**config.mk**
```make
export PLATFORM = sky130hd
export DESIGN_NAME = data_watchpoint_table_unit
export DESIGN_NICKNAME = d
export VERILOG_FILES = /design/src/hdl/dwt_pkg.sv /design/src/hdl/data_watchpoint_table_unit.sv /design/src/hdl/dwt_ram.sv /design/src/hdl/dwt_mem_copy.sv /design/src/hdl/dwt_ctrl.sv
export SDC_FILE = /design/constraint.sdc
export NUM_CORES = 2
export LEC_CHECK = 0
export BUFFER_PORTS_ARGS = -buffer_cell sky130_fd_sc_hd__buf_2
export CORE_MARGIN = 2
export CORE_UTILIZATION = 25
export CTS_BUF_LIST = sky130_fd_sc_hd__clkbuf_16
export CTS_CLUSTER_SIZE = 28
export DETAILED_ROUTE_END_ITERATION = 8
export SETUP_SLACK_MARGIN = 0.5
export SLEW_MARGIN = 15
export SYNTH_ARGS = -nofsm -noshare
export SYNTH_HDL_FRONTEND = slang
export SYNTH_SLANG_ARGS = --single-unit
```
**constraint.sdc**
```tcl
create_clock -name clk -period 7 [get_ports clk]
set_input_delay 1.05 -clock clk [delete_from_list [all_inputs] [get_ports clk]]
set_output_delay 1.05 -clock clk [all_outputs]
set_load 0.02 [all_outputs]
```
**src/hdl/dwt_pkg.sv**
```systemverilog
// ----------------------------------------------------------------------------
// dwt_pkg
// Shared constants, opcodes and types for the data watchpoint table.
// ----------------------------------------------------------------------------
package dwt_pkg;

  localparam int MAX_WATCHES = 32;
  localparam int WIDX_W      = $clog2(MAX_WATCHES);
  localparam int CNT_W       = $clog2(MAX_WATCHES + 1);
  localparam int MEM_BYTES   = 256;
  localparam int MEM_AW      = $clog2(MEM_BYTES);
  localparam int ADDR_W      = 8;
  localparam int DATA_W      = 8;
  localparam int OP_W        = 3;
  localparam int IN_W        = 24;
  localparam int OUT_W       = 32;

  localparam logic [OP_W-1:0] OP_WRITE     = 3'd0;
  localparam logic [OP_W-1:0] OP_SET       = 3'd1;
  localparam logic [OP_W-1:0] OP_CLEAR     = 3'd2;
  localparam logic [OP_W-1:0] OP_CLEAR_ALL = 3'd3;
  localparam logic [OP_W-1:0] OP_CHECK     = 3'd4;
  localparam logic [OP_W-1:0] OP_REFRESH   = 3'd5;

  typedef enum logic [1:0] {
    S_IDLE,
    S_START,
    S_SCAN,
    S_DONE
  } state_t;

  typedef struct packed {
    logic [DATA_W-1:0] snap;
    logic [ADDR_W-1:0] addr;
  } wt_entry_t;

  typedef struct packed {
    logic              ren;
    logic [MEM_AW-1:0] raddr;
    logic              wen;
    logic [MEM_AW-1:0] waddr;
    logic [DATA_W-1:0] wdata;
  } mem_req_t;

  typedef struct packed {
    logic              ren;
    logic [WIDX_W-1:0] raddr;
    logic              wen;
    logic [WIDX_W-1:0] waddr;
    wt_entry_t         wdata;
  } wt_req_t;

  // last member sits in the lowest bits
  typedef struct packed {
    logic [DATA_W-1:0] nv;
    logic [DATA_W-1:0] ov;
    logic [ADDR_W-1:0] ca;
    logic              ok;
  } result_t;

endpackage

```
**src/hdl/data_watchpoint_table_unit.sv**
```systemverilog
// ----------------------------------------------------------------------------
// data_watchpoint_table_unit
// Watch table of data-memory bytes with snapshot compare.
// Memory write, clear all, unused opcodes, set on a full table and clear on an
// empty one pass from S_START straight to S_DONE; set and clear scan the table
// until the address matches, check until a byte has changed and refresh over
// all entries, one table entry read per cycle through the table RAM read port.
// One request in flight at a time; the next is accepted in the cycle that tvalid
// rises, while the result waits. Reset (synchronous) empties the table and
// reads the memory copy as zero.
// ----------------------------------------------------------------------------
module data_watchpoint_table_unit (
  input  logic        clk,
  input  logic        rst,
  input  logic        s_axis_tvalid,
  output logic        s_axis_tready,
  input  logic [23:0] s_axis_tdata,  // opcode[2:0], address[10:3], write_value[18:11]
  output logic        m_axis_tvalid,
  input  logic        m_axis_tready,
  output logic [31:0] m_axis_tdata   // success[0], changed_address[8:1],
                                     // old_value[16:9], new_value[24:17]
);
  import dwt_pkg::*;

  mem_req_t          mem_req;
  logic [DATA_W-1:0] mem_rdata;
  wt_req_t           wt_req;
  wt_entry_t         wt_rdata;
  result_t           out_res;

  dwt_mem_copy u_mem (
    .clk  (clk),
    .rst  (rst),
    .req  (mem_req),
    .rdata(mem_rdata)
  );

  dwt_ram #(
    .WIDTH($bits(wt_entry_t)),
    .DEPTH(MAX_WATCHES)
  ) u_table (
    .clk  (clk),
    .wen  (wt_req.wen),
    .waddr(wt_req.waddr),
    .wdata(wt_req.wdata),
    .ren  (wt_req.ren),
    .raddr(wt_req.raddr),
    .rdata(wt_rdata)
  );

  dwt_ctrl u_ctrl (
    .clk      (clk),
    .rst      (rst),
    .in_valid (s_axis_tvalid),
    .in_ready (s_axis_tready),
    .in_op    (s_axis_tdata[2:0]),
    .in_addr  (s_axis_tdata[10:3]),
    .in_val   (s_axis_tdata[18:11]),
    .out_valid(m_axis_tvalid),
    .out_ready(m_axis_tready),
    .out_res  (out_res),
    .mem_req  (mem_req),
    .mem_rdata(mem_rdata),
    .wt_req   (wt_req),
    .wt_rdata (wt_rdata)
  );

  assign m_axis_tdata = {{(OUT_W - $bits(result_t)){1'b0}}, out_res};

endmodule

```
**src/hdl/dwt_ram.sv**
```systemverilog
// ----------------------------------------------------------------------------
// dwt_ram
// Simple dual-port synchronous RAM, one write and one registered read port.
// ----------------------------------------------------------------------------
module dwt_ram #(
  parameter int WIDTH = 8,
  parameter int DEPTH = 256
) (
  input  logic                     clk,
  input  logic                     wen,
  input  logic [$clog2(DEPTH)-1:0] waddr,
  input  logic [WIDTH-1:0]         wdata,
  input  logic                     ren,
  input  logic [$clog2(DEPTH)-1:0] raddr,
  output logic [WIDTH-1:0]         rdata
);

  logic [WIDTH-1:0] mem [DEPTH];

  always_ff @(posedge clk) begin
    if (wen) begin
      mem[waddr] <= wdata;
    end
  end

  always_ff @(posedge clk) begin
    if (ren) begin
      rdata <= mem[raddr];
    end
  end

endmodule

```
**src/hdl/dwt_mem_copy.sv**
```systemverilog
// ----------------------------------------------------------------------------
// dwt_mem_copy
// Data memory copy: byte RAM plus per-byte valid bits so that it reads as
// zero after reset without a clearing pass.
// ----------------------------------------------------------------------------
module dwt_mem_copy (
  input  logic                      clk,
  input  logic                      rst,
  input  dwt_pkg::mem_req_t         req,
  output logic [dwt_pkg::DATA_W-1:0] rdata
);
  import dwt_pkg::*;

  logic [MEM_BYTES-1:0] valid;
  logic                 valid_q;
  logic [DATA_W-1:0]    ram_q;

  dwt_ram #(
    .WIDTH(DATA_W),
    .DEPTH(MEM_BYTES)
  ) u_ram (
    .clk  (clk),
    .wen  (req.wen),
    .waddr(req.waddr),
    .wdata(req.wdata),
    .ren  (req.ren),
    .raddr(req.raddr),
    .rdata(ram_q)
  );

  always_ff @(posedge clk) begin
    if (rst) begin
      valid   <= '0;
      valid_q <= 1'b0;
    end else begin
      if (req.wen) begin
        valid[req.waddr] <= 1'b1;
      end
      if (req.ren) begin
        valid_q <= valid[req.raddr];
      end
    end
  end

  assign rdata = valid_q ? ram_q : '0;

endmodule

```
**src/hdl/dwt_ctrl.sv**
```systemverilog
// ----------------------------------------------------------------------------
// dwt_ctrl
// Request sequencer: decodes a request, walks the watch table through a
// two-stage read pipeline (table entry, then memory byte) and writes back.
// ----------------------------------------------------------------------------
module dwt_ctrl (
  input  logic                       clk,
  input  logic                       rst,
  input  logic                       in_valid,
  output logic                       in_ready,
  input  logic [dwt_pkg::OP_W-1:0]   in_op,
  input  logic [dwt_pkg::ADDR_W-1:0] in_addr,
  input  logic [dwt_pkg::DATA_W-1:0] in_val,
  output logic                       out_valid,
  input  logic                       out_ready,
  output dwt_pkg::result_t           out_res,
  output dwt_pkg::mem_req_t          mem_req,
  input  logic [dwt_pkg::DATA_W-1:0] mem_rdata,
  output dwt_pkg::wt_req_t           wt_req,
  input  dwt_pkg::wt_entry_t         wt_rdata
);
  import dwt_pkg::*;

  state_t            state, state_next;
  logic [OP_W-1:0]   req_op;
  logic [ADDR_W-1:0] req_addr;
  logic [DATA_W-1:0] req_val;
  logic [CNT_W-1:0]  count, count_next, cnt_m1;
  logic [CNT_W-1:0]  rd_idx;
  logic              s1_vld, s2_vld;
  logic [WIDX_W-1:0] s1_idx, s2_idx;
  wt_entry_t         s2_ent;
  wt_entry_t         last_ent;
  logic [DATA_W-1:0] set_snap;
  result_t           res, res_next;

  logic iss, hit1, hit2, end_scan, fin, start_scan, load_out, mem_scan;

  assign in_ready = (state == S_IDLE);
  assign cnt_m1   = count - CNT_W'(1);
  assign mem_scan = (req_op == OP_CHECK) || (req_op == OP_REFRESH);

  assign hit1 = (state == S_SCAN) && s1_vld &&
                ((req_op == OP_SET) || (req_op == OP_CLEAR)) &&
                (wt_rdata.addr == req_addr);
  assign hit2 = (state == S_SCAN) && s2_vld && (req_op == OP_CHECK) &&
                (mem_rdata != s2_ent.snap);
  assign end_scan = (state == S_SCAN) && (rd_idx == count) && !s1_vld && !s2_vld;
  assign fin      = hit1 || hit2 || end_scan;
  assign iss      = (state == S_SCAN) && (rd_idx < count) && !fin;
  assign load_out = (state == S_DONE) && (!out_valid || out_ready);

  assign start_scan = ((req_op == OP_SET) && (count < CNT_W'(MAX_WATCHES))) ||
                      ((req_op == OP_CLEAR) && (count != '0)) || mem_scan;

  // next state
  always_comb begin
    state_next = state;
    case (state)
      S_IDLE:  if (in_valid) state_next = S_START;
      S_START: state_next = start_scan ? S_SCAN : S_DONE;
      S_SCAN:  if (fin) state_next = S_DONE;
      S_DONE:  if (load_out) state_next = S_IDLE;
      default: state_next = S_IDLE;
    endcase
  end

  // memory requests, result and count
  always_comb begin
    mem_req    = '0;
    wt_req     = '0;
    res_next   = res;
    count_next = count;
    case (state)
      S_IDLE: begin
        // prefetch the set snapshot and the last entry for a clear
        mem_req.ren   = 1'b1;
        mem_req.raddr = MEM_AW'(in_addr);
        wt_req.ren    = 1'b1;
        wt_req.raddr  = cnt_m1[WIDX_W-1:0];
      end
      S_START: begin
        res_next = '0;
        case (req_op)
          OP_WRITE: begin
            mem_req.wen   = 1'b1;
            mem_req.waddr = MEM_AW'(req_addr);
            mem_req.wdata = req_val;
            res_next.ok   = 1'b1;
          end
          OP_CLEAR_ALL: begin
            count_next  = '0;
            res_next.ok = 1'b1;
          end
          default: ;
        endcase
      end
      S_SCAN: begin
        if (iss) begin
          wt_req.ren   = 1'b1;
          wt_req.raddr = rd_idx[WIDX_W-1:0];
        end
        if (s1_vld) begin
          mem_req.ren   = 1'b1;
          mem_req.raddr = MEM_AW'(wt_rdata.addr);
        end
        if (s2_vld && ((req_op == OP_REFRESH) || hit2)) begin
          wt_req.wen        = 1'b1;
          wt_req.waddr      = s2_idx;
          wt_req.wdata.addr = s2_ent.addr;
          wt_req.wdata.snap = mem_rdata;
        end
        if (hit2) begin
          res_next.ok = 1'b1;
          res_next.ca = s2_ent.addr;
          res_next.ov = s2_ent.snap;
          res_next.nv = mem_rdata;
        end
        if (hit1) begin
          res_next.ok = 1'b1;
          if (req_op == OP_CLEAR) begin
            // move the last entry into the freed slot
            wt_req.wen   = 1'b1;
            wt_req.waddr = s1_idx;
            wt_req.wdata = last_ent;
            count_next   = cnt_m1;
          end
        end
        if (end_scan) begin
          case (req_op)
            OP_SET: begin
              wt_req.wen        = 1'b1;
              wt_req.waddr      = count[WIDX_W-1:0];
              wt_req.wdata.addr = req_addr;
              wt_req.wdata.snap = set_snap;
              count_next        = count + CNT_W'(1);
              res_next.ok       = 1'b1;
            end
            OP_REFRESH: res_next.ok = 1'b1;
            default:    res_next.ok = 1'b0;
          endcase
        end
      end
      default: ;
    endcase
  end

  always_ff @(posedge clk) begin
    if (rst) begin
      state     <= S_IDLE;
      count     <= '0;
      s1_vld    <= 1'b0;
      s2_vld    <= 1'b0;
      out_valid <= 1'b0;
    end else begin
      state  <= state_next;
      count  <= count_next;
      s1_vld <= iss;
      s2_vld <= (state == S_SCAN) && s1_vld && mem_scan && !fin;
      if (load_out) begin
        out_valid <= 1'b1;
      end else if (out_ready) begin
        out_valid <= 1'b0;
      end
    end
  end

  always_ff @(posedge clk) begin
    res <= res_next;
    if (state == S_IDLE && in_valid) begin
      req_op   <= in_op;
      req_addr <= in_addr;
      req_val  <= in_val;
    end
    if (state == S_START) begin
      set_snap <= mem_rdata;
      last_ent <= wt_rdata;
      rd_idx   <= '0;
    end else if (iss) begin
      rd_idx <= rd_idx + CNT_W'(1);
    end
    if (iss) begin
      s1_idx <= rd_idx[WIDX_W-1:0];
    end
    if (s1_vld) begin
      s2_idx <= s1_idx;
      s2_ent <= wt_rdata;
    end
    if (load_out) begin
      out_res <= res;
    end
  end

`ifndef SYNTH
  a_count_max: assert property (@(posedge clk) disable iff (rst)
    count <= CNT_W'(MAX_WATCHES))
    else $error("watch count above table size");

  a_idle_no_write: assert property (@(posedge clk) disable iff (rst)
    (state == S_IDLE) |-> (!wt_req.wen && !mem_req.wen))
    else $error("memory write while idle");

  a_clear_nonempty: assert property (@(posedge clk) disable iff (rst)
    (state == S_SCAN && req_op == OP_CLEAR) |-> (count != '0))
    else $error("clear scan on empty table");

  a_done_holds: assert property (@(posedge clk) disable iff (rst)
    (state == S_DONE && out_valid && !out_ready) |=> (state == S_DONE))
    else $error("result dropped while output stalled");

  a_count_step: assert property (@(posedge clk) disable iff (rst)
    (state == S_IDLE || state == S_DONE) |=> (count == $past(count)))
    else $error("count changed outside a request");
`endif

endmodule
```
Yosys cells after proc, flatten, opt, wreduce, memory -nomap -nowiden. Memories as Yosys holds them, arrays and structs flattened. A register that Yosys moved wholly into a read port is not among the register bits. Index checks and enable logic that the tools add are counted.

Add/sub/neg operators: 3. $lt $le $gt $ge: 5. Eq/ne operators: 17. Multiplexer cells: 40. Bitwise gates (word level): 1. Reduce and logical (&&, ||, !) cells: 42.

Operator list (number): $or A256 B256 Y256 (1); $mux W22 (6); $pmux W25 S2 (1); $mux W6 (6); $mux W17 (2); $mux W25 (1); $pmux W6 S2 (2); $logic_and A1 B1 Y1 (19); $lt A8 B9 Y1 const B (2); $pmux W9 S2 (1); $mux W1 (13); $add A6 B1 Y6 const B (2); $mux W9 (1); $bmux W1 S8 (1); $demux W1 S8 (1); $eq A8 B8 Y1 (1); $ge A8 B1 Y1 const B (1); $logic_or A1 B1 Y1 (8); $mux W8 (1); $ne A8 B8 Y1 (1); $pmux W2 S4 (1); $eq A3 B2 Y1 const B (2); $eq A3 B3 Y1 const B (2); $eq A6 B6 Y1 (1); other kinds (18) (31).

Bits in registers: 393. Bits in writable memories: 2560. Logic and storage cells: 136. Memories: 2.

Memory list: u_mem.u_ram.mem (words 256, bits a word 8, read ports 1, clocked after memory_dff 1, write ports 1, RTL line dwt_ram.sv:18) `logic [WIDTH-1:0] mem [DEPTH];`; u_table.mem (words 32, bits a word 16, read ports 1, clocked after memory_dff 1, write ports 1, RTL line dwt_ram.sv:18).

Longest topological paths before layout.
Depth after elaboration: 14. Gate-level depth with buffers: 16.

Modules after synthesis. Synthesis repeated with hierarchy kept, for this count alone.

Cells, all modules: 6450. Area, all modules: 116912.1 µm².

By module, submodules not included: dwt_ram at u_mem.u_ram (times used 1, cells each 3733, area each 79636.4 µm², sequential area each 61739.2 µm²); dwt_ram at u_table (times used 1, cells each 1143, area each 20696.1 µm², sequential area each 15855.2 µm²); dwt_mem_copy (times used 1, cells each 1104, area each 10420.0 µm², sequential area each 5144.9 µm²); dwt_ctrl (times used 1, cells each 462, area each 6103.4 µm², sequential area each 3913.8 µm²); data_watchpoint_table_unit (times used 1, cells each 8, area each 56.3 µm², sequential area each 0.0 µm²).

Least setup slack after synthesis. No wires, ideal clock.

Path type: flip-flop to flip-flop. From: reg u_ctrl.state[1]. To: mem u_mem.u_ram.mem[0][0], data pin. Arrival: 5.117 ns. Data required time: 6.130 ns. Path slack: 1.014 ns. Stages on the path, launching flop included: 6. Path buffers: 1. Clock period less this slack: 5.986 ns. Cells stage by stage: dfxtp_1 -> inv_1 -> ha_1 -> nor4b_1 -> clkbuf_1 -> and2_1.

RTL lines: from (decl) (RTL line dwt_ctrl.sv:24) `state_t state, state_next;`; from (signal assigned) (RTL line dwt_ctrl.sv:156) `state <= state_next;`; to (decl) (RTL line dwt_ram.sv:18).

Worst setup path in the final report.
From: reg u_ctrl.state[0]. To: reg u_mem.u_ram.rdata[0], read port of u_mem.u_ram.mem, data pin.

Word-level cells in the longest chain between the ends: 2. Elaborated cells between the ends (all ways): 3. Classes of those cells: eq/ne (1); mux (1); reduce/logical (1).

Ends and longest elaborated chain: $eq A2 B2 Y1 / $logic_not A2 Y1 (equally long branches) (RTL line dwt_ctrl.sv:74) `case (state)`; $pmux W9 S2 * (RTL line dwt_ctrl.sv:74); to (decl) (RTL line dwt_ram.sv:15) `output logic [WIDTH-1:0] rdata`.

Mark *: on every way between the ends. The rest lies on a longest branch, timed or not. A chain may end at the register's enable or synchronous reset.

==> run_results.csv <==
group,metric,value,unit
placed_design,dpl.hpwl,191,mm
synth,ys_warn_count,0,
clock_network,cts_tree,"built",
route,via_count,77000,
finish,fillCellCount,47700,
setup_path,crit_fanout,42,
synth,ys.flop_type,"edfxtp_1",
finish,fin_nets,9575,
sta,fmax,0.185,GHz
sta,hold_slack,0.289,ns
synth,synth_edf_count,2703,
setup_path,required,7.63,ns
setup_path,r2r_slack,1.60,ns
route,vias_per_cell,4.79,
clock_network,numClockSinks,2977,
min_path,min_to,"u_ctrl.req_val[6]",
route,wire_per_inst,20.9,um
setup_path,r2r-end,"u_mem.u_ram.rdata[0]",
status,status,"finished clean",
route,dr.pass1.iters,6,
clock_network,postCtsHoldBufs,0,
global_routing,antenna_found_initial,16,
sta,post-route-period-util,77.2,%
synth,async_reset_ff_share,0,%
global_routing,grt_pass1_wl,489,mm
sta,finalSetupViolCount,0,
route,drc_errors,0,
synth,yosysUniqueCellTypes,80,
setup_path,r2r_start,"u_ctrl.state[0]",
global_routing,grt_pass1_vias,72300,
min_path,hp-start,"s_axis_tdata[17]",
route,drt_wl_total,336,mm
sta,hold_violations,0,
finish,final_cells,16100,
clock_network,htreeDepth,5,
setup_path,critPathLaunchType,"flip-flop",
clock_network,clkLatencyLatePin,0.94,ns
route,detail-route-antenna-nets,0,
floorplanning,dieArea,481000,sq um
placed_design,dp_cells,15500,
setup_path,endpoint_kind,"flip-flop",
power,power_density,347,nW/um^2
floorplanning,start_util,25.1,%
flow_run,cap_violations,0,
clock_network,cts-resized-gates,0,
sta,rsz0062_at_grt,"false",
finish,synthToLayoutAreaGrowth,15.1,%
synth,syn_area_per_cell,12.4,sq um
global_routing,gr-total-overflow,0,
synth,syn_inst,9592,
power,ir_drop,0.340,mV
floorplanning,die_h,694,um
finish,multi_input_area,29700,sq um
clock_network,clockBufferDepth,4,
clock_network,cts.clk_slew.worst_paths,0.06,ns
route,drtIter0Drc,9106,
setup_path,arrival,6.04,ns
clock_network,post_cts_buffers,0,
setup_path,rr_worst_depth,10,
floorplanning,rows,253,
finish,layout_common_cells,"2703 x edfxtp_1, 2596 x nand2_1, 981 x nand3_1, 829 x nor2_1, 319 x clkbuf_16",
finish,final_common_cell,"edfxtp_1",
power,power.leakage,45.2,nW
global_routing,grt_max_degree,165,
floorplanning,io_pins,62,
power,finalPower,47.6,mW
min_path,holdCritPathClass,"in2reg",
sta,slew_viol_final,0,
clock_network,cts_made_buffers,316,
synth,synth_top_cells_by_area,"edfxtp_1 68%, nand2_1 8.2%, dfxtp_1 4.6%, nand3_1 4.1%, nor2_1 2.6%",
synth,synth_top_area_share,68.2,%
placed_design,place.port_buffers,49,
synth,ys_seq_elements,2977,
sta,layout_min_cycle_time,5.40,ns
sta,relSlewSlack,19.6,%
min_path,whs_path_depth,1,
finish,final_core_utilization,28.9,%
clock_network,cts-root-buf,"clkbuf_16",
global_routing,grt_usage,13.3,%
floorplanning,coreArea,474000,sq um
placed_design,gp_congestion,0.837,
floorplanning,fp.dieW,694,um
setup_path,crit_type,"reg2reg",
sta,tns,0,ns
finish,drive_above_1_share,8.22,%
sta,skew,0.0791,ns
synth,ys_seq_area_share,72.8,%
synth,syn_area,119000,sq um
finish,seqCellArea,86700,sq um
sta,worst_pin_slew,1.20,ns
synth,yosysTopAreaCell,"edfxtp_1",
==> state kept, by name, indices dropped and copies added (netlist names), 2 cells and up <==
name	count
u_table.mem	512
u_ctrl.out_res	25
u_ctrl.res	25
u_table.rdata	16
u_ctrl.s1_idx	5
u_mem.u_ram.mem	2048
u_ctrl.req_addr	8
u_ctrl.s2_idx	5
u_ctrl.s2_ent	16
u_ctrl.set_snap	8
u_ctrl.req_val	8
u_ctrl.last_ent	16
u_ctrl.count	6
u_ctrl.req_op	3
u_mem.u_ram.rdata	8
u_ctrl.rd_idx	6
u_mem.valid	256
u_ctrl.state	2
==> cell families (layout without fill, tap and decap cells) <==
| family | count (synthesis) | in the layout | share of synthesized area, % |
|---|---|---|---|
| AND/OR/NAND/NOR | 4779 | 4779 | 16.9 |
| flip-flops | 2977 | 2977 | 72.8 |
| AO/OA/AOI/OAI | 933 | 933 | 5.82 |
| buffers and inverters | 683 | 885 | 2.51 |
| multiplexers | 181 | 181 | 1.63 |
| XOR/XNOR | 24 | 24 | 0.177 |
| adder cells (fa/ha/maj) | 14 | 14 | 0.147 |
| other | 1 | 12 | 0.00315 |
==> synthesized netlist by cell type (all sizes together), types with 4 or more instances <==
cell type,instances
edfxtp,2703
nand2,2608
nand3,986
nor2,832
clkbuf,333
buf,331
a311oi,318
dfxtp,274
a21oi,194
and3,173
mux2i,164
a31oi,141
a22oi,90
nand4,52
nor3,41
a32oi,38
and2,37
a211oi,24
o21ai,19
inv,18
xnor2,18
o32ai,17
ha,14
o21ba,14
a221oi,13
a221o,9
mux4,9
mux2,8
nor2b,8
o211ai,7
nor4,6
or3,6
xor2,6
a21boi,5
nand2b,5
o21a,5
o22ai,5
a32o,4
a41oi,4
nand4b,4
nor3b,4
==> per-stage QoR <==
step	instance area, sq um	setup WS, ns
after floorplan	119000	1.01
after global placement	127000	1.71
after detailed placement	127000	1.80
after CTS	137000	1.76
after global routing	137000	1.47
final	137000	1.60
==> critical path: stages, from the launching register on <==
cell	delay, ns
dfxtp_1	0.33
inv_1	0.12
ha_2	0.76
a32o_4	0.95
buf_4	0.48
a311oi_1	0.19
a311oi_1	0.56
a31oi_1	0.27
a221oi_1	0.69
o32ai_1	0.21
a221o_1	0.44
==> metal layers <==
| metal | GRT usage [%] | vias to the layer above | wire [um] |
|---|---|---|---|
| li1 | - | 34800 | - |
| met1 | 18.7 | 38500 | 144000 |
| met2 | 20.9 | 3172 | 153000 |
| met3 | 2.23 | 516 | 27800 |
| met4 | 4.47 | 4 | 11300 |
| met5 | 0 | - | 32 |
==> area by class of cell <==
class | count | share of cell area [%]
sequential | 2977 | 63.3
multi-input combinational | 5938 | 21.7
clock buffer | 319 | 5.83
tap | 6247 | 5.71
timing repair buffer | 281 | 2.03
clock inverter | 266 | 1.44
inverter | 19 | 0.0521
antenna | 5 | 0.00914
==> worst max path at each step <==
stage                         start                    end  cells past startpoint  slack [ns]
floorplan           u_ctrl.state[1]  u_mem.u_ram.mem[0][0]                      5        1.01
global placement    s_axis_tdata[3]   u_mem.u_ram.rdata[5]                     11        1.71
detailed placement  u_ctrl.state[0]   u_mem.u_ram.rdata[0]                     10        1.80
CTS                 u_ctrl.state[0]   u_mem.u_ram.rdata[0]                     10        1.76
global route        u_ctrl.state[0]      u_table.rdata[12]                     10        1.47
finish              u_ctrl.state[0]   u_mem.u_ram.rdata[0]                     10        1.60
==> power by group <==
group	total (mW)	internal [mW]	switching (mW)
clock	16.2	9.11	7.04
sequential	20.1	19.7	0.340
combinational	11.4	3.28	8.07
total	47.6	32.1	15.5
Note: power is estimated with default switching activity, not from simulation.
